### src/rtl/mm3_pkg.sv
// Shared types, constants and helper functions for the Murmur3 hash block.
package mm3_pkg;

   localparam logic [31:0] C1 = 32'hcc9e2d51;
   localparam logic [31:0] C2 = 32'h1b873593;
   localparam logic [31:0] MixAdd = 32'he6546b64;
   localparam logic [31:0] F1 = 32'h85ebca6b;
   localparam logic [31:0] F2 = 32'hc2b2ae35;
   localparam int unsigned R1 = 15;
   localparam int unsigned R2 = 13;

   localparam logic [31:0] SeedReset = 32'd42;

   localparam logic [2:0] FullCount = 3'd4;

   localparam int unsigned QueueDepth = 4;
   localparam int unsigned QueuePtrWidth = $clog2(QueueDepth);
   localparam int unsigned QueueCntWidth = $clog2(QueueDepth + 1);

   typedef struct packed {
      logic [31:0] key;
      logic [2:0]  count;
      logic        full_block;
      logic        ends_key;
   } item_type;

   function automatic logic [31:0] rotl(input logic [31:0] x, input int unsigned r);
      rotl = (x << r) | (x >> (32 - r));
   endfunction

   function automatic logic [31:0] byte_mask(input logic [2:0] count);
      logic [31:0] m;
      case (count)
         3'd0: m = 32'h00000000;
         3'd1: m = 32'h000000ff;
         3'd2: m = 32'h0000ffff;
         3'd3: m = 32'h00ffffff;
         default: m = 32'hffffffff;
      endcase
      byte_mask = m;
   endfunction

endpackage

### src/rtl/mm3_front.sv
// Front end: accepts key words, classifies them and scrambles the key bytes.
module mm3_front (
   input  logic                clock,
   input  logic                reset,
   input  logic                req_valid,
   output logic                req_ready,
   input  logic [31:0]         req_key_word,
   input  logic [2:0]          req_byte_count,
   input  logic                req_last_word,
   output logic                push_valid,
   input  logic                push_ready,
   output mm3_pkg::item_type   push_item
);

   logic              a_valid_ff, a_valid_in;
   logic              b_valid_ff, b_valid_in;
   logic              c_valid_ff, c_valid_in;
   mm3_pkg::item_type a_item_ff, a_item_in;
   mm3_pkg::item_type b_item_ff, b_item_in;
   mm3_pkg::item_type c_item_ff, c_item_in;
   logic              a_adv, b_adv, c_adv;
   logic              a_load;
   logic [2:0]        count;

   assign c_adv = c_valid_ff && push_ready;
   assign b_adv = b_valid_ff && (!c_valid_ff || c_adv);
   assign a_adv = a_valid_ff && (!b_valid_ff || b_adv);
   assign req_ready = !a_valid_ff || a_adv;
   assign a_load = req_valid && req_ready;

   assign push_valid = c_valid_ff;
   assign push_item = c_item_ff;

   always_comb begin
      count = req_byte_count;
      if (req_byte_count inside {3'd5, 3'd6, 3'd7}) begin
         count = mm3_pkg::FullCount;
      end

      a_item_in = a_item_ff;
      a_valid_in = a_valid_ff;
      if (a_load) begin
         a_item_in.key = req_key_word & mm3_pkg::byte_mask(count);
         a_item_in.count = count;
         a_item_in.full_block = (count == mm3_pkg::FullCount);
         a_item_in.ends_key = (count != mm3_pkg::FullCount) || req_last_word;
         a_valid_in = 1'b1;
      end else if (a_adv) begin
         a_valid_in = 1'b0;
      end

      b_item_in = b_item_ff;
      b_valid_in = b_valid_ff;
      if (a_adv) begin
         b_item_in = a_item_ff;
         b_item_in.key = a_item_ff.key * mm3_pkg::C1;
         b_valid_in = 1'b1;
      end else if (b_adv) begin
         b_valid_in = 1'b0;
      end

      c_item_in = c_item_ff;
      c_valid_in = c_valid_ff;
      if (b_adv) begin
         c_item_in = b_item_ff;
         c_item_in.key = mm3_pkg::rotl(b_item_ff.key, mm3_pkg::R1) * mm3_pkg::C2;
         c_valid_in = 1'b1;
      end else if (c_adv) begin
         c_valid_in = 1'b0;
      end
   end

   always_ff @(posedge clock) begin
      if (reset) begin
         a_valid_ff <= 1'b0;
         b_valid_ff <= 1'b0;
         c_valid_ff <= 1'b0;
      end else begin
         a_valid_ff <= a_valid_in;
         b_valid_ff <= b_valid_in;
         c_valid_ff <= c_valid_in;
      end
      a_item_ff <= a_item_in;
      b_item_ff <= b_item_in;
      c_item_ff <= c_item_in;
   end

endmodule

### src/rtl/mm3_queue.sv
// Small FIFO that decouples the front end from the hash back end.
module mm3_queue (
   input  logic                clock,
   input  logic                reset,
   input  logic                push_valid,
   output logic                push_ready,
   input  mm3_pkg::item_type   push_item,
   output logic                pop_valid,
   input  logic                pop_ready,
   output mm3_pkg::item_type   pop_item
);

   mm3_pkg::item_type                     entry_ff [mm3_pkg::QueueDepth];
   logic [mm3_pkg::QueuePtrWidth-1:0]     wr_ptr_ff, wr_ptr_in;
   logic [mm3_pkg::QueuePtrWidth-1:0]     rd_ptr_ff, rd_ptr_in;
   logic [mm3_pkg::QueueCntWidth-1:0]     cnt_ff, cnt_in;
   logic                                  do_push, do_pop;

   assign push_ready = (cnt_ff != mm3_pkg::QueueCntWidth'(mm3_pkg::QueueDepth));
   assign pop_valid = (cnt_ff != '0);
   assign pop_item = entry_ff[rd_ptr_ff];
   assign do_push = push_valid && push_ready;
   assign do_pop = pop_valid && pop_ready;

   always_comb begin
      wr_ptr_in = wr_ptr_ff;
      rd_ptr_in = rd_ptr_ff;
      cnt_in = cnt_ff;
      if (do_push) begin
         wr_ptr_in = wr_ptr_ff + 1'b1;
      end
      if (do_pop) begin
         rd_ptr_in = rd_ptr_ff + 1'b1;
      end
      if (do_push && !do_pop) begin
         cnt_in = cnt_ff + 1'b1;
      end else if (do_pop && !do_push) begin
         cnt_in = cnt_ff - 1'b1;
      end
   end

   always_ff @(posedge clock) begin
      if (reset) begin
         wr_ptr_ff <= '0;
         rd_ptr_ff <= '0;
         cnt_ff <= '0;
      end else begin
         wr_ptr_ff <= wr_ptr_in;
         rd_ptr_ff <= rd_ptr_in;
         cnt_ff <= cnt_in;
      end
      if (do_push) begin
         entry_ff[wr_ptr_ff] <= push_item;
      end
   end

endmodule

### src/rtl/mm3_back.sv
// Back end: running hash update, length tracking, finalizer and result register.
module mm3_back (
   input  logic                clock,
   input  logic                reset,
   input  logic [31:0]         seed,
   input  logic                pop_valid,
   output logic                pop_ready,
   input  mm3_pkg::item_type   pop_item,
   output logic                rsp_valid,
   input  logic                rsp_ready,
   output logic [31:0]         rsp_hash_value
);

   localparam logic [1:0] StRun = 2'd0;
   localparam logic [1:0] StFin1 = 2'd1;
   localparam logic [1:0] StFin2 = 2'd2;
   localparam logic [1:0] StFin3 = 2'd3;

   logic [1:0]  state_ff, state_in;
   logic [31:0] hash_ff, hash_in;
   logic [31:0] len_ff, len_in;
   logic        start_ff, start_in;
   logic [31:0] fin_ff, fin_in;
   logic        rsp_valid_ff, rsp_valid_in;
   logic [31:0] rsp_hash_ff, rsp_hash_in;
   logic [31:0] base_hash, base_len, len_new, mixed, blocked;
   logic        do_pop;

   assign pop_ready = (state_ff == StRun);
   assign do_pop = pop_valid && pop_ready;
   assign rsp_valid = rsp_valid_ff;
   assign rsp_hash_value = rsp_hash_ff;

   always_comb begin
      base_hash = start_ff ? seed : hash_ff;
      base_len = start_ff ? 32'd0 : len_ff;
      len_new = base_len + {29'd0, pop_item.count};
      mixed = base_hash ^ pop_item.key;
      blocked = (mm3_pkg::rotl(mixed, mm3_pkg::R2) * 32'd5) + mm3_pkg::MixAdd;

      state_in = state_ff;
      hash_in = hash_ff;
      len_in = len_ff;
      start_in = start_ff;
      fin_in = fin_ff;
      rsp_valid_in = rsp_valid_ff;
      rsp_hash_in = rsp_hash_ff;

      if (rsp_valid_ff && rsp_ready) begin
         rsp_valid_in = 1'b0;
      end

      case (state_ff)
         StRun: begin
            if (do_pop) begin
               len_in = len_new;
               if (pop_item.ends_key) begin
                  fin_in = (pop_item.full_block ? blocked : mixed) ^ len_new;
                  start_in = 1'b1;
                  state_in = StFin1;
               end else begin
                  hash_in = blocked;
                  start_in = 1'b0;
               end
            end
         end
         StFin1: begin
            fin_in = (fin_ff ^ (fin_ff >> 16)) * mm3_pkg::F1;
            state_in = StFin2;
         end
         StFin2: begin
            fin_in = (fin_ff ^ (fin_ff >> 13)) * mm3_pkg::F2;
            state_in = StFin3;
         end
         StFin3: begin
            if (!rsp_valid_ff || rsp_ready) begin
               rsp_hash_in = fin_ff ^ (fin_ff >> 16);
               rsp_valid_in = 1'b1;
               state_in = StRun;
            end
         end
         default: begin
            state_in = StRun;
         end
      endcase
   end

   always_ff @(posedge clock) begin
      if (reset) begin
         state_ff <= StRun;
         start_ff <= 1'b1;
         rsp_valid_ff <= 1'b0;
         hash_ff <= mm3_pkg::SeedReset;
         len_ff <= 32'd0;
      end else begin
         state_ff <= state_in;
         start_ff <= start_in;
         rsp_valid_ff <= rsp_valid_in;
         hash_ff <= hash_in;
         len_ff <= len_in;
      end
      fin_ff <= fin_in;
      rsp_hash_ff <= rsp_hash_in;
   end

endmodule

### src/rtl/murmur3_32_hash.sv
// Top level of the streaming 32-bit Murmur3 hash block.
//
// Keys arrive on the req_ channel as little-endian words, up to four bytes per
// transaction, with a byte count and a last flag. A word with fewer than four
// bytes, or any word with the last flag set, ends the key, and one transaction
// with the final hash then leaves on the rsp_ channel. The csr_ channel loads
// the seed, which is used from the start of the next key; it resets to 42.
// A three-stage front end masks and scrambles each word (two registered
// multiplies), and a four-entry queue hands the words to the back end.
// The back end mixes one full word per cycle while it is not finalizing, so key
// words stream at one transaction per cycle until the finalizer or a stalled
// receiver fills the queue. A word that ends a key holds the back end through
// StFin1 and StFin2 (registered finalizer multiplies) and StFin3 (result load).
// Reset empties the pipeline and the queue and starts a fresh key.
// When the receiver stalls, the result register holds its transaction, the
// back end waits at the next result, and the queue and front end fill before
// req_ready falls.
module murmur3_32_hash (
   input  logic        clock,
   input  logic        reset,
   input  logic        req_valid,
   output logic        req_ready,
   input  logic [31:0] req_key_word,
   input  logic [2:0]  req_byte_count,
   input  logic        req_last_word,
   output logic        rsp_valid,
   input  logic        rsp_ready,
   output logic [31:0] rsp_hash_value,
   input  logic        csr_valid,
   output logic        csr_ready,
   input  logic [31:0] csr_seed
);

   logic [31:0]       seed_reg_ff, seed_reg_in;
   logic              push_valid, push_ready;
   mm3_pkg::item_type push_item;
   logic              pop_valid, pop_ready;
   mm3_pkg::item_type pop_item;

   assign csr_ready = 1'b1;
   assign seed_reg_in = (csr_valid && csr_ready) ? csr_seed : seed_reg_ff;

   always_ff @(posedge clock) begin
      if (reset) begin
         seed_reg_ff <= mm3_pkg::SeedReset;
      end else begin
         seed_reg_ff <= seed_reg_in;
      end
   end

   mm3_front u_front (
      .clock          (clock),
      .reset          (reset),
      .req_valid      (req_valid),
      .req_ready      (req_ready),
      .req_key_word   (req_key_word),
      .req_byte_count (req_byte_count),
      .req_last_word  (req_last_word),
      .push_valid     (push_valid),
      .push_ready     (push_ready),
      .push_item      (push_item)
   );

   mm3_queue u_queue (
      .clock      (clock),
      .reset      (reset),
      .push_valid (push_valid),
      .push_ready (push_ready),
      .push_item  (push_item),
      .pop_valid  (pop_valid),
      .pop_ready  (pop_ready),
      .pop_item   (pop_item)
   );

   mm3_back u_back (
      .clock          (clock),
      .reset          (reset),
      .seed           (seed_reg_ff),
      .pop_valid      (pop_valid),
      .pop_ready      (pop_ready),
      .pop_item       (pop_item),
      .rsp_valid      (rsp_valid),
      .rsp_ready      (rsp_ready),
      .rsp_hash_value (rsp_hash_value)
   );

endmodule

### config.mk
export PLATFORM = sky130hd
export DESIGN_NAME = murmur3_32_hash
export DESIGN_NICKNAME = d
export VERILOG_FILES = /design/src/rtl/mm3_pkg.sv /design/src/rtl/mm3_front.sv /design/src/rtl/mm3_queue.sv /design/src/rtl/mm3_back.sv /design/src/rtl/murmur3_32_hash.sv
export SDC_FILE = /design/constraint.sdc
export NUM_CORES = 2
export LEC_CHECK = 0
export ABC_AREA = 0
export BUFFER_PORTS_ARGS = -buffer_cell sky130_fd_sc_hd__buf_2
export CAP_MARGIN = 20
export CORE_MARGIN = 2
export CORE_UTILIZATION = 45
export CTS_BUF_LIST = sky130_fd_sc_hd__clkbuf_4 sky130_fd_sc_hd__clkbuf_8
export DETAILED_ROUTE_END_ITERATION = 12
export PLACE_DENSITY = 0.61
export SLEW_MARGIN = 20
export SYNTH_ARGS = -nofsm -noshare
export SYNTH_HDL_FRONTEND = slang
export SYNTH_HIERARCHICAL = 1
export SYNTH_SLANG_ARGS = --single-unit
### constraint.sdc
create_clock -name clock -period 22.5 [get_ports clock]
set_input_delay 1.125 -clock clock [delete_from_list [all_inputs] [get_ports clock]]
set_output_delay 1.125 -clock clock [all_outputs]
set_load 0.1 [all_outputs]
# Word-level counts from Yosys, hierarchy flattened
# Memories as Yosys holds them, arrays and structs flattened. A register that Yosys moved wholly into a read port is not among the register bits.
# Index checks and enable logic that the tools add are counted.
dict set report word_totals {
  reg_bits 285
  ram_bits 148
  input_bits 73
  output_inout_bits 35
  elab_cells 123
  memories 1
}
dict set report op_classes {
  add_sub_neg 6
  n_mul 5
  eq_ne 15
  mux 29
  n_bitwise 8
  n_reduce_logical 33
}
# name depth word_bits read_ports rd_clocked_by_memory_dff write_ports line
set mem_list {}
lappend mem_list {u_queue.entry_ff 4 37 1 1 1 mm3_queue.sv:13} ;# mm3_pkg::item_type entry_ff [mm3_pkg::QueueDepth];
# op n
set ops {}
lappend ops {{$mux W32} 6}
lappend ops {{$pmux W32 S4} 1}
lappend ops {{$pmux W32 S3} 1}
lappend ops {{$mul A32 B31 Y32 const B} 2}
lappend ops {{$xor A32 B32 Y32} 2}
lappend ops {{$add A32 B3 Y32} 1}
lappend ops {{$add A32 B32 Y32 const B} 1}
lappend ops {{$and A32 B32 Y32} 1}
lappend ops {{$mul A32 B29 Y32 const B} 1}
lappend ops {{$mul A32 B3 Y32 const B} 1}
lappend ops {{$mul A32 B32 Y32 const B} 1}
lappend ops {{$or A32 B13 Y32} 1}
lappend ops {{$or A32 B15 Y32} 1}
lappend ops {{$xor A32 B16 Y32} 1}
lappend ops {{$xor A32 B19 Y32} 1}
lappend ops {{$eq A3 B3 Y1 const B} 4}
lappend ops {{$mux W1} 12}
lappend ops {{$mux W2} 5}
lappend ops {{$mux W3} 3}
lappend ops {{$reduce_and A3 Y1} 3}
lappend ops {{$reduce_bool A3 Y1} 3}
lappend ops {{$logic_and A1 B1 Y1} 8}
lappend ops {{$pmux W2 S4} 1}
lappend ops {{$reduce_bool A2 Y1} 4}
lappend ops {{other kinds (16)} 31}

# Logic depth before layout (Yosys ltp)
dict set report depth {
  depth_word 10
  depth_mapped 28
  mapped_depth_nobuf 28
}

# By module
# The synthesis kept the hierarchy.
# mod instances cells_per_inst area_each_um2 seq_area_each_um2
set modules_own_cells {}
lappend modules_own_cells {mm3_back 1 2914 27154.8 3283.1}
lappend modules_own_cells {mm3_front 1 1842 19859.0 3393.3}
lappend modules_own_cells {mm3_queue 1 241 5860.6 4624.4}
lappend modules_own_cells {murmur3_32_hash 1 105 1179.9 640.6}

# Worst setup path after synthesis
# Ideal clock, no wire load.
dict set report synth_path {
  path_kind {flip-flop to flip-flop}
  from {reg u_back.fin_ff[23]}
  to {reg u_back.fin_ff[30] (data pin)}
  setup_time_ns 0.264
  arrival_time_ns 7.005
  t_required_ns 22.236
  setup_slack_ns 15.232
  path_stages_with_launch 25
  n_path_buf 0
  synth_period_minus_slack_ns 7.268
  cell_sequence {edfxtp_1 > xnor2_1 > inv_1 > ha_1 > ha_1 > a21oi_1 > fa_1 > inv_1 > fa_1 > fa_1 > fa_1 > fa_1 > inv_1 > fa_1 > inv_1 > ha_1 > and3_1 > a221oi_1 > nand2b_1 > or3_1 > o21ai_1 > o21ai_0 > xor2_1 > a31oi_1 > o21ai_1}
}
dict set report synth_between {
  elab_chain_cells 3
  elab_cells_between_ends 5
  classes_between {mul: 2; mux: 1; bitwise: 2}
}
# item line
set synth_lines {}
lappend synth_lines {{from (decl)} mm3_back.sv:23} ;# logic [31:0] fin_ff, fin_in;
lappend synth_lines {{from (signal assigned)} mm3_back.sv:102} ;# fin_ff <= fin_in;
lappend synth_lines {{$xor A32 B19 Y32 or $xor A32 B16 Y32 (tied branches)} {mm3_back.sv:72, mm3_back.sv:68}}
lappend synth_lines {{$mul A32 B31 Y32 or $mul A32 B32 Y32 (tied branches)} {mm3_back.sv:72, mm3_back.sv:68}}
lappend synth_lines {{$pmux W32 S3 (*)} mm3_back.sv:53} ;# case (state_ff)
lappend synth_lines {{named net u_back.fin_in[30]} mm3_back.sv:23}
# Mark *: on every way through the listed nets, which the timed path passes. The rest lies on a longest branch.
# A chain may end at the register's enable or synchronous reset.

# Worst setup path after layout
dict set report layout_path {
  from {reg u_back.fin_ff[19]}
  to {reg u_back.fin_ff[23] (data pin)}
}
# The elaborated chain is that of the path after synthesis.

==> qor.yml <==
clock_network:
  cts_repair_resize_count: 0
  cts_hold_buf: 0
  htree_levels: 3
  cts_root_buf: "clkbuf_8"
  clock_sinks: 435
  cts_tree: "built"
  post_cts_buffers: 0
  numCtsBuffers: 80
  cts_buffer_depth: 3
  path_clk_slew_ns: 0.07
  clk_latency_ns: 0.78
grt:
  antenna_found_initial: 5
  grt_pass1_vias: 37600
  grt_overflow_total: 0
  grt_max_degree: 69
  grt_usage_pct: 24.0
  use_met2_pct: 41.1
  grt-busiest-layer: "met2"
  grt_pass1_wl_um: 221000
  use_met1_pct: 30.6
  met3_usage_pct: 3.84
worst_setup_path:
  worstSetupEndpointType: "flop"
  worstSetupStartpoint: "u_back/fin_ff[19]"
  cp.required_ns: 22.97
  criticalPathCategory: "reg -> reg"
  arrival_ns: 9.31
  critPathLaunchType: "flop"
  cp_max_fo: 12
  regToRegStartpoint: "u_back/fin_ff[19]"
yosys:
  synth_xor_area_share_pct: 6.55
  yosysTopAreaCell: "fa_1"
  synthFlopType: "edfxtp_1"
  ys_seq_area_share_pct: 22.1
  synth-simple-area-share_pct: 5.25
  muxShareOfSynthArea_pct: 3.12
  synth_fa_ha_area_share_pct: 46.0
  synth_area_mm2: 0.0541
  ys_types: 97
  synth_top_area_share_pct: 27.0
  syn-num-nets: 6725
  synth_compound_area_share_pct: 6.60
  synth.top_cells.by_area: "fa_1 (27%), ha_1 (19%), edfxtp_1 (18%)"
  async_reset_ff_share_pct: 0
  yosysWarnings: 6
  synth_edf_count: 323
  synth_top_family_by_area: "adder cells"
  synth_cells: 5102
  synth_seq_cells: 435
  postSynthAreaPerCell_um2: 10.6
floorplanning:
  design.portCount: 108
  die_h_um: 351
  rows: 127
  start_util_pct: 45.2
  die_area_mm2: 0.123
  core_area_mm2: 0.119
  fp.dieW_um: 351
cells_and_area:
  drive_above_1_share_pct: 6.71
  synthToLayoutAreaGrowth_pct: 7.49
  utilization_pct: 48.6
  final_nets: 6867
  design_area_mm2: 0.0581
min_path:
  hp-start: "u_front/a_item_ff[0]"
  hold_class: "reg -> reg"
drt:
  wl_per_cell_um: 20.5
  drtIter0Drc: 2036
  vias: 35100
  ant_nets: 0
  dr.pass1.iters: 5
  drc_errors: 0
  viasPerCell: 5.07
  wirelength_um: 142000
timing:
  finalSetupTns_ns: 0
  period_minus_slack_ns: 8.83
  maxSlewHeadroom_pct: 20.3
  rsz0062_at_grt: "no"
  finClkSkew_ns: 0.0703
  fmax_mhz: 113
  worst_pin_slew_ns: 1.19
  min_period_over_period_pct: 39.3
  slew_violations: 0
  setup_violations: 0
  hold_viol: 0
place:
  port_buffers: 106
  hpwl_um: 120000
  gp_congestion: 0.958
  place_area_mm2: 0.0564
outcome:
  status: "completed"
job:
  maxCapViolations: 0
==> per-layer routing <==
layer,up-vias,wire length [um]
li1,16500,-
met5,-,23
met2,732,69900
met3,206,6640
met1,17700,59900
met4,4,5490
==> worst max-delay path, cell delays in order, from the launching register on <==
cell	delay (ns)
edfxtp_1	0.92
xor2_1	0.96
fa_1	0.58
ha_1	0.28
inv_1	0.05
fa_1	0.53
inv_1	0.04
ha_1	0.21
fa_1	0.55
inv_1	0.05
fa_1	0.48
inv_1	0.06
fa_1	0.54
inv_1	0.06
fa_1	0.53
inv_1	0.04
ha_1	0.36
a21o_1	0.23
a211oi_1	0.19
nand3_1	0.12
o211ai_1	0.36
a21boi_0	0.19
o21a_1	0.19
o31ai_1	0.48
a31oi_1	0.09
a211oi_1	0.43
==> cell usage after synthesis, drive strengths merged, types with 36 or more instances <==
master and count:
a21o 62, dfxtp 112, xor2 140, nand2 191
nor2b 47, nand3 36, xnor2 264, mux4 37
edfxtp 323, fa 729, a21oi 186, clkbuf 52
inv 1369, nor2 177, mux2i 79, o21ai 97
ha 821
==> kinds of logic (layout without fill, tap and decap cells) <==
kind of cell | after synthesis | count (layout)
buffers and inverters | 1445 | 1651
AO/OA/AOI/OAI | 548 | 548
other | 1 | 3
flip-flops | 435 | 435
adder cells (fa/ha/maj) | 1550 | 1550
multiplexers | 119 | 119
AND/OR/NAND/NOR | 600 | 600
XOR/XNOR | 404 | 404
==> stage by stage <==
| step | hold slack [ns] | setup WS [ns] | std cells |
|---|---|---|---|
| finish | 0.413 | 13.67 | 6922 |
| global route | 0.422 | 13.30 | 6922 |
| CTS | 0.417 | 13.70 | 6920 |
| detailed placement | 0.405 | 13.77 | 6774 |
| global placement | 0.403 | 13.95 | 6773 |
| floorplan | 0.400 | 15.23 | 5102 |
==> sequential cells by signal (all words and copies together) (netlist names), named ones only <==
| signal | cells |
|---|---|
| u_queue/cnt_ff | 3 |
| u_back/state_ff | 2 |
| u_front/push_valid | 1 |
| u_queue/wr_ptr_ff | 2 |
| u_front/push_item | 37 |
| u_queue/entry_ff | 148 |
| u_back/start_ff | 1 |
| u_back/fin_ff | 32 |
| seed_reg_ff | 32 |
| u_back/rsp_hash_value | 32 |
| u_front/a_valid_ff | 1 |
| u_back/hash_ff | 32 |
| u_back/len_ff | 32 |
| u_front/b_valid_ff | 1 |
| u_queue/rd_ptr_ff | 2 |
| u_back/rsp_valid | 1 |
| u_front/a_item_ff | 37 |
| u_front/b_item_ff | 37 |
==> area by class of cell <==
class	instances	area, um^2
fill	11200	61400
timing repair buffer	135	771
sequential	435	11900
antenna	2	5.00
inverter	1370	5140
clock buffer	111	1360
clock inverter	35	309
multi-input combinational	3222	36600
tap	1612	2020
==> layout by cell type (no fill, tap or decap), types with 15 or more instances in the layout <==
cell type	n
a211oi_1	21
a21o_1	57
a21oi_1	181
a221oi_1	15
a31oi_1	19
and2_1	19
buf_2	105
buf_4	29
clkbuf_4	27
clkbuf_8	84
dfxtp_1	110
edfxtp_1	323
fa_1	729
ha_1	821
inv_1	1369
mux2i_1	79
mux4_2	30
nand2_1	191
nand2b_1	24
nand3_1	35
nand4_1	16
nor2_1	174
nor2b_1	45
nor3_1	23
o21a_1	25
o21ai_0	91
o21bai_1	22
or3_1	19
xnor2_1	264
xor2_1	140
==> path summary, 6_finish.rpt <==
kind,cells after the start,slack (ns),end
max,25,13.67,u_back/fin_ff[23]
min,0,0.41,u_front/b_item_ff[0]
max reg2reg,25,13.67,u_back/fin_ff[23]
min reg2reg,0,0.41,u_front/b_item_ff[0]
Power is left out: the tool's default activity adds up to more than one toggle a clock period on the data nets, which glitch-free logic cannot reach.
